===== src/hdl/olist_pkg.sv =====
// olist_pkg: shared constants, codes and types of the ordered list engine
// used by olist_ctrl, olist_dpath and ordered_list_engine; no dependencies
package olist_pkg;

  // list capacity and field widths
  localparam int unsigned CAPACITY  = 16;
  localparam int unsigned DATA_W    = 32;
  localparam int unsigned POS_W     = 8;
  localparam int unsigned FUNC_W    = 3;
  localparam int unsigned STAT_W    = 2;
  localparam int unsigned LEN_W     = 5;
  localparam int unsigned CNT_W     = $clog2(CAPACITY + 1);
  localparam int unsigned CMP_W     = ((CNT_W > POS_W) ? CNT_W : POS_W) + 1;
  localparam int unsigned S_TDATA_W = 48;
  localparam int unsigned M_TDATA_W = 8;

  // command codes; the two highest codes are ignored
  typedef enum logic [FUNC_W-1:0] {
    FN_INSERT = 3'd0,
    FN_APPEND = 3'd1,
    FN_REMOVE = 3'd2,
    FN_TAIL   = 3'd3,
    FN_DELETE = 3'd4,
    FN_SEARCH = 3'd5
  } func_e;

  // result status codes
  typedef enum logic [STAT_W-1:0] {
    ST_DONE     = 2'd0,
    ST_NOCHANGE = 2'd1,
    ST_FULL     = 2'd2
  } status_e;

  // controller states
  typedef enum logic {
    S_IDLE,
    S_EXEC
  } state_e;

  // controller to datapath commands
  typedef struct packed {
    logic load;   // capture the incoming command
    logic exec;   // apply the command and register the result
  } dp_cmd_t;

endpackage


===== src/hdl/olist_ctrl.sv =====
// olist_ctrl: controller of the ordered list engine, owns the handshakes
// depends on olist_pkg
module olist_ctrl (
  input  logic              clk_i,
  input  logic              rst_ni,
  input  logic              s_valid_i,
  output logic              s_ready_o,
  output logic              m_valid_o,
  input  logic              m_ready_i,
  output olist_pkg::dp_cmd_t cmd_o
);
  import olist_pkg::*;

  state_e state_q, state_d;
  logic   out_valid_q, out_valid_d;

  // state and output valid registers
  always_ff @(posedge clk_i or negedge rst_ni) begin
    if (!rst_ni) begin
      state_q     <= S_IDLE;
      out_valid_q <= 1'b0;
    end else begin
      state_q     <= state_d;
      out_valid_q <= out_valid_d;
    end
  end

  // next state and commands
  always_comb begin
    state_d     = state_q;
    out_valid_d = out_valid_q;
    cmd_o       = '0;
    s_ready_o   = 1'b0;
    if (m_ready_i) begin
      out_valid_d = 1'b0;
    end
    unique case (state_q)
      S_IDLE: begin
        s_ready_o = 1'b1;
        if (s_valid_i) begin
          cmd_o.load = 1'b1;
          state_d    = S_EXEC;
        end
      end
      S_EXEC: begin
        // wait until the result register is free
        if (!out_valid_q || m_ready_i) begin
          cmd_o.exec  = 1'b1;
          out_valid_d = 1'b1;
          state_d     = S_IDLE;
        end
      end
      default: begin
        state_d = S_IDLE;
      end
    endcase
  end

  assign m_valid_o = out_valid_q;

endmodule


===== src/hdl/olist_dpath.sv =====
// olist_dpath: entry cells, entry count, compare and shift logic, result register
// depends on olist_pkg
module olist_dpath (
  input  logic                            clk_i,
  input  logic                            rst_ni,
  input  olist_pkg::dp_cmd_t              cmd_i,
  input  logic [olist_pkg::FUNC_W-1:0]    func_i,
  input  logic [olist_pkg::DATA_W-1:0]    value_i,
  input  logic [olist_pkg::POS_W-1:0]     position_i,
  output logic [olist_pkg::STAT_W-1:0]    status_o,
  output logic                            found_o,
  output logic [olist_pkg::LEN_W-1:0]     length_o
);
  import olist_pkg::*;

  // command registers
  func_e              func_q;
  logic [DATA_W-1:0]  val_q;
  logic [POS_W-1:0]   pos_q;

  // entry cells and count
  logic [CAPACITY-1:0][DATA_W-1:0] entries_q, entries_d, ent_up, ent_dn;
  logic [CNT_W-1:0]   cnt_q, cnt_d;

  // result register
  status_e            status_q, status_d;
  logic               found_q, found_d;
  logic [LEN_W-1:0]   length_q;

  // per-cell match and first-match masks
  logic [CAPACITY-1:0] match, first_hit, from_hit;
  logic                hit;
  logic                do_ins, do_rm, use_hit;
  logic [CMP_W-1:0]    pos_x, cnt_x, ins_at, rm_at;

  // capture the command
  always_ff @(posedge clk_i) begin
    if (cmd_i.load) begin
      func_q <= func_e'(func_i);
      val_q  <= value_i;
      pos_q  <= position_i;
    end
  end

  // entry cells and result register, written when the command is applied
  always_ff @(posedge clk_i) begin
    if (cmd_i.exec) begin
      entries_q <= entries_d;
      status_q  <= status_d;
      found_q   <= found_d;
      length_q  <= LEN_W'(cnt_d);
    end
  end

  // entry count
  always_ff @(posedge clk_i or negedge rst_ni) begin
    if (!rst_ni) begin
      cnt_q <= '0;
    end else if (cmd_i.exec) begin
      cnt_q <= cnt_d;
    end
  end

  // neighbor views of the cells for shifting
  assign ent_up = {entries_q[CAPACITY-2:0], DATA_W'(0)};
  assign ent_dn = {DATA_W'(0), entries_q[CAPACITY-1:1]};

  // compare in every cell, then isolate the first match
  always_comb begin
    for (int i = 0; i < CAPACITY; i++) begin
      match[i] = (entries_q[i] == val_q) && (CMP_W'(i) < CMP_W'(cnt_q));
    end
    first_hit = match & (~match + 1'b1);
    from_hit  = ~(first_hit - 1'b1);
    hit       = |match;
  end

  // command decode
  always_comb begin
    pos_x    = CMP_W'(pos_q);
    cnt_x    = CMP_W'(cnt_q);
    do_ins   = 1'b0;
    do_rm    = 1'b0;
    use_hit  = 1'b0;
    ins_at   = cnt_x;
    rm_at    = pos_x - 1'b1;
    cnt_d    = cnt_q;
    status_d = ST_NOCHANGE;
    found_d  = 1'b0;
    case (func_q)
      FN_INSERT: begin
        if ((pos_x != '0) && (pos_x <= cnt_x + 1'b1)) begin
          if (cnt_q == CNT_W'(CAPACITY)) begin
            status_d = ST_FULL;
          end else begin
            do_ins   = 1'b1;
            ins_at   = pos_x - 1'b1;
            cnt_d    = cnt_q + 1'b1;
            status_d = ST_DONE;
          end
        end
      end
      FN_APPEND: begin
        if (cnt_q == CNT_W'(CAPACITY)) begin
          status_d = ST_FULL;
        end else begin
          do_ins   = 1'b1;
          cnt_d    = cnt_q + 1'b1;
          status_d = ST_DONE;
        end
      end
      FN_REMOVE: begin
        if ((pos_x != '0) && (pos_x <= cnt_x)) begin
          do_rm    = 1'b1;
          cnt_d    = cnt_q - 1'b1;
          status_d = ST_DONE;
        end
      end
      FN_TAIL: begin
        if (cnt_q != '0) begin
          cnt_d    = cnt_q - 1'b1;
          status_d = ST_DONE;
        end
      end
      FN_DELETE: begin
        if (hit) begin
          do_rm    = 1'b1;
          use_hit  = 1'b1;
          cnt_d    = cnt_q - 1'b1;
          status_d = ST_DONE;
          found_d  = 1'b1;
        end
      end
      FN_SEARCH: begin
        if (hit) begin
          status_d = ST_DONE;
          found_d  = 1'b1;
        end
      end
      default: begin
        status_d = ST_NOCHANGE;
      end
    endcase
  end

  // per-cell load, shift up to open a slot, shift down to close one
  always_comb begin
    for (int i = 0; i < CAPACITY; i++) begin
      entries_d[i] = entries_q[i];
      if (do_ins) begin
        if (CMP_W'(i) == ins_at) begin
          entries_d[i] = val_q;
        end else if (CMP_W'(i) > ins_at) begin
          entries_d[i] = ent_up[i];
        end
      end else if (do_rm) begin
        if (use_hit ? from_hit[i] : (CMP_W'(i) >= rm_at)) begin
          entries_d[i] = ent_dn[i];
        end
      end
    end
  end

  assign status_o = status_q;
  assign found_o  = found_q;
  assign length_o = length_q;

endmodule


===== src/hdl/ordered_list_engine.sv =====
// ordered_list_engine: top level of the ordered list engine
// depends on olist_pkg, olist_ctrl and olist_dpath
//
// Keeps an ordered list of up to CAPACITY (16) signed 32-bit values in a row
// of register cells and takes one command per input transaction: insert at a
// 1-based position, append, remove at a position, remove the tail, delete the
// first equal value, or search. Every command returns one result transaction
// with status, found flag and the new length. A command is captured in S_IDLE
// and applied in S_EXEC, where every cell compares with the value and shifts
// up or down in parallel. A new command is accepted while the previous result
// still waits in the output register; the apply cycle waits until that
// register is free. The count is cleared by reset; there is no clearing pass.
module ordered_list_engine (
  input  logic                              clk_i,
  input  logic                              rst_ni,
  input  logic                              s_axis_tvalid,
  output logic                              s_axis_tready,
  // [2:0] func, [34:3] value, [42:35] position, [47:43] zero
  input  logic [olist_pkg::S_TDATA_W-1:0]   s_axis_tdata,
  output logic                              m_axis_tvalid,
  input  logic                              m_axis_tready,
  // [1:0] status, [2] found, [7:3] length
  output logic [olist_pkg::M_TDATA_W-1:0]   m_axis_tdata
);
  import olist_pkg::*;

  dp_cmd_t            dp_cmd;
  logic [STAT_W-1:0]  status;
  logic               found;
  logic [LEN_W-1:0]   length;

  // controller
  olist_ctrl u_ctrl (
    .clk_i     (clk_i),
    .rst_ni    (rst_ni),
    .s_valid_i (s_axis_tvalid),
    .s_ready_o (s_axis_tready),
    .m_valid_o (m_axis_tvalid),
    .m_ready_i (m_axis_tready),
    .cmd_o     (dp_cmd)
  );

  // datapath
  olist_dpath u_dpath (
    .clk_i      (clk_i),
    .rst_ni     (rst_ni),
    .cmd_i      (dp_cmd),
    .func_i     (s_axis_tdata[FUNC_W-1:0]),
    .value_i    (s_axis_tdata[FUNC_W+DATA_W-1:FUNC_W]),
    .position_i (s_axis_tdata[FUNC_W+DATA_W+POS_W-1:FUNC_W+DATA_W]),
    .status_o   (status),
    .found_o    (found),
    .length_o   (length)
  );

  // result packing, the three fields fill the byte exactly
  assign m_axis_tdata = {length, found, status};

  // a command is never accepted in back-to-back cycles
  assert property (@(posedge clk_i) disable iff (!rst_ni)
    (s_axis_tvalid && s_axis_tready) |=> !s_axis_tready)
    else $error("command accepted while the previous one is still applied");

  // a new result only appears after the apply cycle
  assert property (@(posedge clk_i) disable iff (!rst_ni)
    $rose(m_axis_tvalid) |-> $past(!s_axis_tready))
    else $error("result raised outside the apply cycle");

  // found implies a completed command
  assert property (@(posedge clk_i) disable iff (!rst_ni)
    (m_axis_tvalid && found) |-> (status == ST_DONE))
    else $error("found flag with a status other than done");

endmodule


===== config.mk =====
export PLATFORM = sky130hd
export DESIGN_NAME = ordered_list_engine
export DESIGN_NICKNAME = d
export VERILOG_FILES = /design/src/hdl/olist_pkg.sv /design/src/hdl/olist_ctrl.sv /design/src/hdl/olist_dpath.sv /design/src/hdl/ordered_list_engine.sv
export SDC_FILE = /design/constraint.sdc
export NUM_CORES = 2
export LEC_CHECK = 0
export BUFFER_PORTS_ARGS = -buffer_cell sky130_fd_sc_hd__buf_4
export CAP_MARGIN = 5
export CORE_AREA = 3 3 290 292
export CTS_BUF_LIST = sky130_fd_sc_hd__clkbuf_8 sky130_fd_sc_hd__clkbuf_16
export CTS_CLUSTER_SIZE = 16
export DETAILED_ROUTE_END_ITERATION = 8
export DIE_AREA = 0 0 293 295
export PLACE_DENSITY = 0.62
export RECOVER_POWER = 100
export SYNTH_ARGS = -nofsm -noshare
export SYNTH_HDL_FRONTEND = slang
export SYNTH_SLANG_ARGS = --single-unit
export TNS_END_PERCENT = 1

===== constraint.sdc =====
create_clock -name clk_i -period 22.3 [get_ports clk_i]
set_input_delay 2.23 -clock clk_i [delete_from_list [all_inputs] [get_ports clk_i]]
set_output_delay 2.23 -clock clk_i [all_outputs]
set_load 0.02 [all_outputs]

==> metrics <==
outcome=complete, but fails checks; failing checks=capacitance limit, slew limit; Min-Delay Path Class=reg -> reg; hold depth=2; startpoint types=flop; max-cap violations=32; largest family of logic cells by synthesized area=simple AND/OR/NAND/NOR gates; vias in the first global route=28.37k; boundary pin count=62; setup TNS=0 ns; die width=293 um; Peak VDD IR=72.53 uV; Switching Share=0.3618; WL met3=14.92 mm; Synth Area in Compound Gates=0.1157; most common flop cell mapped by yosys=edfxtp_1; mux contribution to synthesized area=0.08649; Synth Area per Inst=9.659 sq um; EDFF count, synth=563; Min-Delay Endpoint=u_ctrl.m_valid_o; Seq/Total Area, Yosys=0.4652; Final Hold Fails=0; Post-DP Area=0.03785 sq mm; worst slew pin tran=4.614 ns; Setup violations, final=0; Synth async-reset ratio=0.01228; post-cts sizing count=0; HPWL after DPL=90.59 mm; Int Power=2.255 mW; PwrDens=88.61 mW/mm^2; Synth Warn #=0; met2 wire len=55.17 mm; port bufs=56; vias per cell=6.330; CTS H-tree lvls=3; mapped cell area=0.03672 sq mm; Syn-to-layout area delta=8.594%; GRT Util Overall=0.2988; Req. time, crit path=22.50 ns; Crit Reg-Reg Endpoint=u_dpath.ent_dn[146]; DRC viols=0; Design Power=3.533 mW; critical path class=reg -> reg; worst skew pair latency=0.62 ns; Psw=1.278 mW; critical path arrival=12.12 ns; Post-Syn Nets=3872; Initial Util=0.4486; Metal-1 WL=58.50 mm; Routed WL=133.0 mm; row count=105; post-synthesis xor/xnor area fraction=0.1231; Post-Place Worst Slack=16.18 ns; Synth Instances=3801; Seq cells post-synth=570; die footprint=0.08644 sq mm; Worst Clk Skew=0.03352 ns; Static Leak=14.86 nW; Slew Viols, Final=1182; largest net degree at the start of global routing=261; Routed WL per cell=27.68 um; First-pass DRT Iterations=6; share of cells above drive strength 1=0.06240; reg-to-reg setup timing slack=10.39 ns; total CTS buffers=70; Die Y=295 um; Synth Area in Adders=0.006475; slew margin rel.=-2.076; post-route cell area=0.03987 sq mm; RSZ-0062 raised after global routing=false; Final ANT Viol Nets=0; final period utilization=0.5342; Cells after DPL=4679; Layout Cells excl Fill=4804; Peak Freq=83.94 MHz; nets@finish=3752; slack of the critical path=10.39 ns; Cell variety after synth=79; worst-path fanout max=103; # diodes=0; Max clock buf depth=3; CTS tree=yes; routability cong.=0.9345; Comb pwr share=0.301; via count=30.41k; Worst Setup End Kind=flop; RR Startpoint=u_dpath.cnt_q[2]; clock root cell=clkbuf_16; simple-gate portion of the synthesized area=0.1613; hold buffer count at cts=0; clock slew seen by the registers of the worst setup and hold paths=0.06 ns; Iter 0 DRT Violations=4006; initial antenna violation count=0; FF-to-FF path depth=11; first-pass GRT wire length=193.2 mm; Max Used Layer=met4; CTS Sinks=570; Post-CTS Setup Inserts=0; Clk pwr share=0.324; min Tclk post-route=11.91 ns; grt total ovfl=0; Seq pwr share=0.375; Worst Hold Launch=u_ctrl.m_valid_o; core area=0.08185 sq mm
-- cell type report --
cell class | instances | area (sq um)
fill | 7793 | 41980
multi-input combinational | 2882 | 18240
sequential | 570 | 17080
clock buffer | 76 | 1879
tap | 1070 | 1339
timing repair buffer | 135 | 872.1
clock inverter | 49 | 372.9
inverter | 22 | 82.58
-- per-layer routing --
metal | vias up | global-route usage
met5 | - | 0
met4 | 0 | 0.09578
met3 | 266 | 0.05687
met2 | 1937 | 0.4290
met1 | 14770 | 0.4531
li1 | 13440 | -
-- through the flow --
| stage | hold WS, ns | utilization |
|---|---|---|
| floorplan | 0.5113 | - |
| global placement | 0.5220 | 0.4625 |
| detailed placement | 0.5274 | 0.4625 |
| CTS | 0.5397 | 0.4900 |
| global route | 0.5668 | 0.4871 |
| finish | 0.5276 | 0.4871 |
-- logic make-up (layout without fill, tap and decap cells) --
family                   Yosys count  after routing
XOR/XNOR                         516            516
adder cells (fa/ha/maj)           19             19
AND/OR/NAND/NOR                 1259           1259
AO/OA/AOI/OAI                    771            771
multiplexers                     317            317
buffers and inverters            349            282
flip-flops                       570            570
-- synth_stat cells (5+ instances only) --
library cell,n,share of area
or4bb_1,5,0.0015
nor4b_1,6,0.0014
xor2_1,310,0.074
buf_1,6,0.00061
nor4_1,128,0.022
buf_4,8,0.0016
and4_1,5,0.0012
nand4_1,108,0.018
nor3_1,49,0.0067
nor3b_1,7,0.0014
nor2_1,310,0.032
inv_1,21,0.0021
nor2b_1,11,0.0019
a21o_1,6,0.0012
nand3_1,41,0.0056
nand2_1,496,0.051
buf_2,130,0.018
and2_1,7,0.0012
or4_1,17,0.0035
a31oi_1,22,0.0037
and3_1,8,0.0014
nand4b_1,8,0.0019
nand2b_1,22,0.0037
or3_1,6,0.0010
or2_2,5,0.00085
xnor2_1,206,0.049
clkbuf_1,179,0.018
mux2i_1,315,0.086
a211oi_1,7,0.0014
ha_1,19,0.0065
a22o_1,29,0.0069
o21ai_0,294,0.040
dfrtp_1,7,0.0048
a21oi_1,366,0.050
edfxtp_1,563,0.46
-- flip-flops by register name, summed over array words and instances (netlist names) --
signal            flops
u_dpath.val_q        32
u_dpath.pos_q         8
u_dpath.length_o      5
u_ctrl.state_q        1
u_dpath.ent_dn      480
u_dpath.status_o      2
u_dpath.func_q        3
u_ctrl.m_valid_o      1
u_dpath.found_o       1
u_dpath.cnt_q         5
u_dpath.ent_up       32
-- worst max-delay path by stage --
stage                     start             endpoint  cells past startpoint
2_1_floorplan  u_dpath.cnt_q[0]  u_dpath.ent_dn[224]                     15
3_3_place_gp   u_dpath.cnt_q[0]   u_dpath.ent_dn[81]                     13
3_5_place_dp   u_dpath.cnt_q[1]   u_dpath.ent_dn[68]                     13
4_1_cts        u_dpath.cnt_q[1]   u_dpath.ent_dn[88]                     13
5_1_grt        u_dpath.cnt_q[1]  u_dpath.ent_dn[140]                     13
6_report       u_dpath.cnt_q[2]  u_dpath.ent_dn[146]                     11
-- cells in the final DEF (no fill, tap or decap), types with 6 or more instances in the layout --
master       n
edfxtp_1   563
nand2_1    496
a21oi_1    364
mux2i_1    315
xor2_1     310
nor2_1     304
o21ai_0    294
xnor2_1    206
nor4_1     127
nand4_1    108
clkbuf_16   74
buf_4       51
nor3_1      48
clkbuf_4    42
clkbuf_1    41
nand3_1     40
inv_1       30
a22o_1      29
a31oi_1     23
nand2b_1    20
ha_1        19
or4_1       17
clkinv_1    17
nor2b_1     11
clkinv_2    10
nand4b_1     8
and3_1       8
nor3b_1      7
dfrtp_1      7
or3_1        6
a21o_1       6
and4_1       6
nor4b_1      6
a211oi_4     6
-- critical path: stages, from the launching register on --
cell	delay [ns]
dfrtp_1	0.79
nand2_1	0.43
nor2_1	0.29
nand3_1	0.13
ha_1	0.36
a21o_1	0.20
o31ai_1	1.08
a21o_1	2.38
clkbuf_1	3.37
mux2i_1	0.54
a211oi_4	0.38
clkbuf_1	1.49
-- power by group through the flow --
stage / Sequential [mW] / Clock, mW / Combinational, mW
after floorplan: 1.32 / 0 / 0.730
after global placement: 1.34 / 0 / 1.02
after detailed placement: 1.34 / 0 / 1.03
after CTS: 1.32 / 1.16 / 1.03
after global routing: 1.33 / 1.19 / 1.14
final: 1.32 / 1.15 / 1.06
No activity file was read; power rests on OpenSTA's default activity.
